===== src/rtl/rctt_pkg.sv =====
// ----------------------------------------------------------------------------
// rctt_pkg: shared types and constants
// Op and result codes, the queued command record and store addressing.
// ----------------------------------------------------------------------------
package rctt_pkg;

	localparam int MAX_TRACKED_DEF  = 15;
	localparam int NUM_CHANNELS_DEF = 8;
	localparam int NUM_PORTS_DEF    = 16;
	localparam int CH_SHIFT         = 5;
	localparam int AGE_WINDOW_RST   = 16;

	localparam logic [2:0] OP_WRITE = 3'd0;
	localparam logic [2:0] OP_AGE   = 3'd1;
	localparam logic [2:0] OP_REPORT = 3'd2;
	localparam logic [2:0] OP_CLEAR = 3'd3;
	localparam logic [2:0] OP_READ  = 3'd4;

	localparam logic [1:0] KIND_STATUS = 2'd0;
	localparam logic [1:0] KIND_ENTRY  = 2'd1;
	localparam logic [1:0] KIND_EMPTY  = 2'd2;

	localparam logic [1:0] ST_RESET    = 2'd0;
	localparam logic [1:0] ST_APPENDED = 2'd1;
	localparam logic [1:0] ST_REPLACED = 2'd2;
	localparam logic [1:0] ST_DROPPED  = 2'd3;

	typedef struct packed {
		logic [2:0]  op;
		logic [7:0]  target_id;
		logic [31:0] volt_bits;
		logic        refresh;
	} cmd_t;

	typedef struct packed {
		logic [1:0]  kind;
		logic [1:0]  status;
		logic [7:0]  entry_id;
		logic [31:0] entry_volts;
		logic [7:0]  entry_age;
		logic        last;
	} res_t;

endpackage


===== src/rtl/rctt_if.sv =====
// ----------------------------------------------------------------------------
// rctt_in_if / rctt_out_if: valid-ready channels
// Input item channel and result item channel.
// ----------------------------------------------------------------------------
interface rctt_in_if;
	logic        valid;
	logic        ready;
	logic [2:0]  op;
	logic [7:0]  target_id;
	logic [31:0] volt_bits;
	logic        refresh;
	modport source (output valid, op, target_id, volt_bits, refresh, input ready);
	modport sink   (input valid, op, target_id, volt_bits, refresh, output ready);
endinterface



===== src/rtl/rctt_front.sv =====
// ----------------------------------------------------------------------------
// rctt_front: command queue
// Accept items, drop unknown ops, and queue the rest for the back end.
// ----------------------------------------------------------------------------
module rctt_front (
	input  logic                 clk,
	input  logic                 arst_n,
	rctt_in_if.sink              in_ch,
	output logic                 cmd_valid,
	output rctt_pkg::cmd_t       cmd,
	input  logic                 cmd_pop
);
	import rctt_pkg::*;

	localparam int DEPTH = 2;

	cmd_t       fifo_q [DEPTH];
	logic       wr_q, rd_q;
	logic [1:0] cnt_q;
	logic       push;
	cmd_t       in_cmd;

	assign in_ch.ready = (cnt_q != 2'(DEPTH));
	assign in_cmd = '{op: in_ch.op, target_id: in_ch.target_id,
		volt_bits: in_ch.volt_bits, refresh: in_ch.refresh};
	// unknown ops have no effect: never queue them
	assign push = in_ch.valid && in_ch.ready && (in_ch.op <= OP_READ);
	assign cmd_valid = (cnt_q != 2'd0);
	assign cmd = fifo_q[rd_q];

	always_ff @(posedge clk) begin
		if (push) fifo_q[wr_q] <= in_cmd;
	end

	always_ff @(posedge clk or negedge arst_n) begin
		if (!arst_n) begin
			wr_q  <= 1'b0;
			rd_q  <= 1'b0;
			cnt_q <= 2'd0;
		end else begin
			if (push) wr_q <= ~wr_q;
			if (cmd_pop) rd_q <= ~rd_q;
			cnt_q <= cnt_q + 2'(push) - 2'(cmd_pop);
		end
	end
endmodule


===== src/flat_wrapper.sv =====
// flat-port wrapper written by rule: the top's interface ports become plain ports
module rctt_front_flat import rctt_pkg::*;
  (clk, arst_n, cmd_valid, cmd, cmd_pop, in_ch_valid, in_ch_op, in_ch_target_id, in_ch_volt_bits, in_ch_refresh, in_ch_ready);
  rctt_in_if in_ch_i ();
  input  logic clk;
  input  logic arst_n;
  output logic cmd_valid;
  output rctt_pkg::cmd_t cmd;
  input  logic cmd_pop;
  input wire logic [$bits(in_ch_i.valid)-1:0] in_ch_valid;
  input wire logic [$bits(in_ch_i.op)-1:0] in_ch_op;
  input wire logic [$bits(in_ch_i.target_id)-1:0] in_ch_target_id;
  input wire logic [$bits(in_ch_i.volt_bits)-1:0] in_ch_volt_bits;
  input wire logic [$bits(in_ch_i.refresh)-1:0] in_ch_refresh;
  output wire logic [$bits(in_ch_i.ready)-1:0] in_ch_ready;
  assign in_ch_i.valid = in_ch_valid;
  assign in_ch_i.op = in_ch_op;
  assign in_ch_i.target_id = in_ch_target_id;
  assign in_ch_i.volt_bits = in_ch_volt_bits;
  assign in_ch_i.refresh = in_ch_refresh;
  assign in_ch_ready = in_ch_i.ready;
  rctt_front u_core (.clk(clk), .arst_n(arst_n), .in_ch(in_ch_i), .cmd_valid(cmd_valid), .cmd(cmd), .cmd_pop(cmd_pop));
endmodule

===== config.mk =====
export PLATFORM = sky130hd
export DESIGN_NAME = rctt_front_flat
export DESIGN_NICKNAME = d
export VERILOG_FILES = /design/src/rtl/rctt_pkg.sv /design/src/rtl/rctt_if.sv /design/src/rtl/rctt_front.sv /design/src/flat_wrapper.sv
export SDC_FILE = /design/constraint.sdc
export NUM_CORES = 1
export LEC_CHECK = 0
export BUFFER_PORTS_ARGS = -buffer_cell sky130_fd_sc_hd__buf_2
export CAP_MARGIN = 40
export CORE_MARGIN = 2
export CORE_UTILIZATION = 50
export CTS_CLUSTER_SIZE = 20
export DETAILED_ROUTE_END_ITERATION = 6
export GPL_TIMING_DRIVEN = 0
export MAX_ROUTING_LAYER = met4
export PLACE_DENSITY_LB_ADDON = 0.3
export SLEW_MARGIN = 0
export SYNTH_ARGS = -nofsm -noshare
export SYNTH_HDL_FRONTEND = slang
export SYNTH_SLANG_ARGS = --single-unit

===== constraint.sdc =====
create_clock -name clk -period 7 [get_ports clk]
set_input_delay 0.7 -clock clk [delete_from_list [all_inputs] [get_ports clk]]
set_output_delay 0.7 -clock clk [all_outputs]
set_load 0.01 [all_outputs]

==> Implementation_results.wiki <==
{| class="wikitable"
! Metric !! Value
|-
| Result of the run || complete, no violations
|-
| Dpl cell area || 4219 µm²
|-
| Max-capacitance violation count || 0
|-
| Total of flip-flops plus latches after synthesis || 92
|-
| Worst path setup slack after routing || around 4.8 ns
|-
| Critical path launch point type || input pin
|-
| Setup crit end kind || register
|-
| Average wire per cell in the routed design || about 15 µm
|-
| Master cell of the clock root buffer || clkbuf_8
|-
| Horizontal die dimension || 88.60 µm
|-
| # Post-CTS Setup Buffers || 0
|-
| DR DRC count || 0
|-
| Number of DRC violations after detailed-routing iteration 0 || 66
|-
| Setup CP Type || input pin to register
|-
| TNS Setup || 0 ns
|-
| Number of vias in the routed layout || 1,712
|-
| Family with the most delay on the worst path || simple AND/OR/NAND/NOR gates
|-
| Diodes inserted || 0
|-
| Buffers plus inverters on the worst setup path || 2
|-
| Clock network power share || 0.203
|-
| Worst IR drop on VDD || 0.0001940 V
|-
| Cell type of the slowest stage on the worst timing path || nor2_4
|-
| Detailed placer's ending HPWL || 3832 µm
|-
| Yosys cell types || 16
|-
| Gr ovfl total || 0
|-
| Total die area || about 7800 µm²
|-
| Part of the power in combinational logic || 0.352
|-
| Most frequent cells in the layout || buf_2 (93), edfxtp_1 (88), mux2_4 (39)
|-
| Switching power of the nets || around 0.46 mW
|-
| TritonCTS clock tree || yes
|-
| Area of the mapped netlist || between 3000 and 4000 µm²
|-
| Critical register-to-register path startpoint || u_core.cnt_q[1]
|-
| Proportion of netlist area held by the largest area contributor || 0.7385
|-
| Unrepaired setup endpoints after global routing || false
|-
| Slack of the worst reg-to-reg path || roughly 5 ns
|-
| Maximum number of pins on one net before global-route repair || 25
|-
| Last weighted congestion value of the routability-driven placer || between 0.6 and 0.7
|-
| Bufs on Longest Clock Path || 2
|-
| Non-filler instance count after layout || 363
|-
| Number of nets at the end of the flow || ~310
|-
| Post-route cell area || ~4400 µm²
|-
| Endpoint of the worst register-to-register path || u_core.fifo_q[0][8]
|-
| Clock latency at the later pin of the worst-skew pair || approximately 0.33 ns
|-
| Antenna violations before repair || 0
|-
| Number of clock sinks || 92
|-
| Internal power || roughly 1.2 mW
|-
| Number of instances in the placed design || 347
|-
| Dominant cells by area after synthesis || edfxtp_1 (74%), mux2_4 (16%), dfrtp_1 (2.8%)
|-
| Largest clock skew in the final design || between 0.008 and 0.009 ns
|-
| Most frequent standard cell in the layout excluding fill and tap cells || buf_2
|-
| Die height || 88.60 µm
|-
| Final-layout fill cell count || 512
|-
| Synthesized area divided by synthesized cell count || about 23 µm²
|-
| Delay of the slowest cell on the worst path || between 0.6 and 0.7 ns
|-
| Fraction of layout instances using a drive strength above 1 || 0.5955
|-
| Signal arrival time at the worst endpoint || 2.23 ns
|-
| Highest clock rate || 454.8 MHz
|-
| Leakage dissipation || ~1.8 nW
|-
| First-pass detailed-route iteration total || 4
|-
| Post-Place Setup Slack || roughly 4.4 ns
|-
| Sequential fraction of the synthesis area || 0.7664
|-
| Post-route fraction of the period consumed by the critical path || 0.3141
|-
| Switching fraction of total power || 0.2779
|-
| Global routing usage summed across all routing layers || 0.1464
|-
| Synthesized netlist net count || 205
|-
| Power per cell area || around 370 nW/µm²
|-
| Gates resized, CTS repair || 0
|-
| Synthesized instance count || roughly 160
|-
| Wire length of the first global-routing pass || 8100 µm
|-
| TritonCTS Buffers || 9
|-
| Most area-hungry cell type in the Yosys netlist || edfxtp_1
|-
| Core Footprint || between 6000 and 7000 µm²
|-
| Via count of the first global-routing pass || 1,733
|-
| Path category of the worst min-delay check || input pin to async pin
|-
| Layout Area Growth over Synthesis || 23.08%
|-
| Number of cell rows || 30
|-
| Remaining antenna violation count after routing || 0
|-
| H-tree Lvls || 3
|-
| Routed wire length || approximately 5500 µm
|-
| Cell Chain, Critical Path || buf_2 > o21ai_0 > nand3_1 > nor2_4 > buf_12
|-
| Worst path required time || approximately 7 ns
|-
| Final hold viol count || 0
|-
| Clock slew at reported path FFs || around 0.08 ns
|-
| Count of hold-fix buffers inserted at cts || 0
|-
| Register share of total power || 0.445
|-
| Input/output buffers || 93
|-
| Drt via density || around 4.7
|-
| Worst slew pin tran || around 0.67 ns
|-
| Largest fanout on the critical path || 24
|-
| Yosys warning total || 0
|-
| Max-slew violations || 0
|-
| Layout Utilization || 0.6412
|-
| Number of top-level design ports || 94
|-
| Relative slew slack || 0.5552
|-
| Final setup fails || 0
|-
| Minimum period implied by the final worst setup slack || between 2 and 2.5 ns
|-
| Starting density of the core || 0.5209
|-
| Worst reg-to-reg path cell count || 4
|}
==> worst max path at each step <==
| stage | start | end | cells after the start |
|---|---|---|---|
| 2_1_floorplan | in_ch_op[1] | u_core.fifo_q[0][0] | 3 |
| 3_3_place_gp | in_ch_op[1] | u_core.fifo_q[1][19] | 4 |
| 3_5_place_dp | in_ch_op[1] | u_core.fifo_q[0][18] | 5 |
| 4_1_cts | in_ch_op[1] | u_core.fifo_q[0][8] | 5 |
| 5_1_grt | in_ch_op[1] | u_core.fifo_q[0][6] | 5 |
| 6_report | in_ch_op[1] | u_core.fifo_q[0][8] | 5 |
==> cell families after synthesis <==
| group | count (synthesis) | share of synthesized area |
|---|---|---|
| compound gates | 1 | 0.001397 |
| fa+ha+maj | 1 | 0.003496 |
| mux | 44 | 0.1794 |
| xor+xnor | 5 | 0.01224 |
| flops | 92 | 0.7664 |
| simple gates | 6 | 0.009443 |
| buf+inv | 7 | 0.02762 |
==> area by class of cell <==
type,instances,area [µm²],share of cell area
clock buffers,12,135.1,0.03068
multi-input cells,57,752.0,0.1707
inverters,2,7.507,0.001705
repair buffers,95,505.5,0.1148
well taps,96,120.1,0.02727
flip-flops and latches,92,2743,0.6227
plain buffers,5,91.34,0.02074
clock inverters,4,50.05,0.01136
==> worst register-to-register path: cells and delay by family, from the launching register on <==
family | cells | cell delay [ns]
and+or+nand+nor | 3 | 1.03
buffers and inverters | 1 | 0.27
DFF | 1 | 0.41
==> cell usage after synthesis, drive strengths merged <==
cell / n
xnor2: 2
nand4b: 1
buf: 5
mux2: 44
ha: 1
dfrtp: 4
or2: 1
nor2: 2
inv: 2
nand2b: 1
nand3: 1
o21ai: 1
edfxtp: 88
xor2: 3
==> flip-flops by register name, indices dropped and copies added, names as in the netlist <==
signal         flops
u_core.cnt_q       2
u_core.fifo_q     88
u_core.wr_q        1
u_core.rd_q        1
==> power by group through the flow <==
stage	Combinational (mW)	Sequential, mW	Clock (mW)
global placement	0.571	0.748	0
CTS	0.592	0.733	0.341
finish	0.579	0.732	0.335
floorplan	0.416	0.741	0
detailed placement	0.591	0.746	0
global route	0.621	0.739	0.367
==> per-layer routing <==
layer  vias to the layer above  global-route usage  wire, µm
met1                       837              0.1672      2267
met5                         -                   -         0
li1                        820                   -         -
met4                         0             0.05785        54
met2                        50              0.2495      2885
met3                         5             0.03545       255
==> stage by stage <==
stage                     total power, mW  hold WS (ns)
after floorplan                     1.157        0.4044
after global placement              1.318        0.4833
after detailed placement            1.337        0.5081
after CTS                           1.667        0.1413
after global routing                1.726        0.1417
final                               1.646        0.1579
Note: power is estimated with default switching activity, not from simulation.
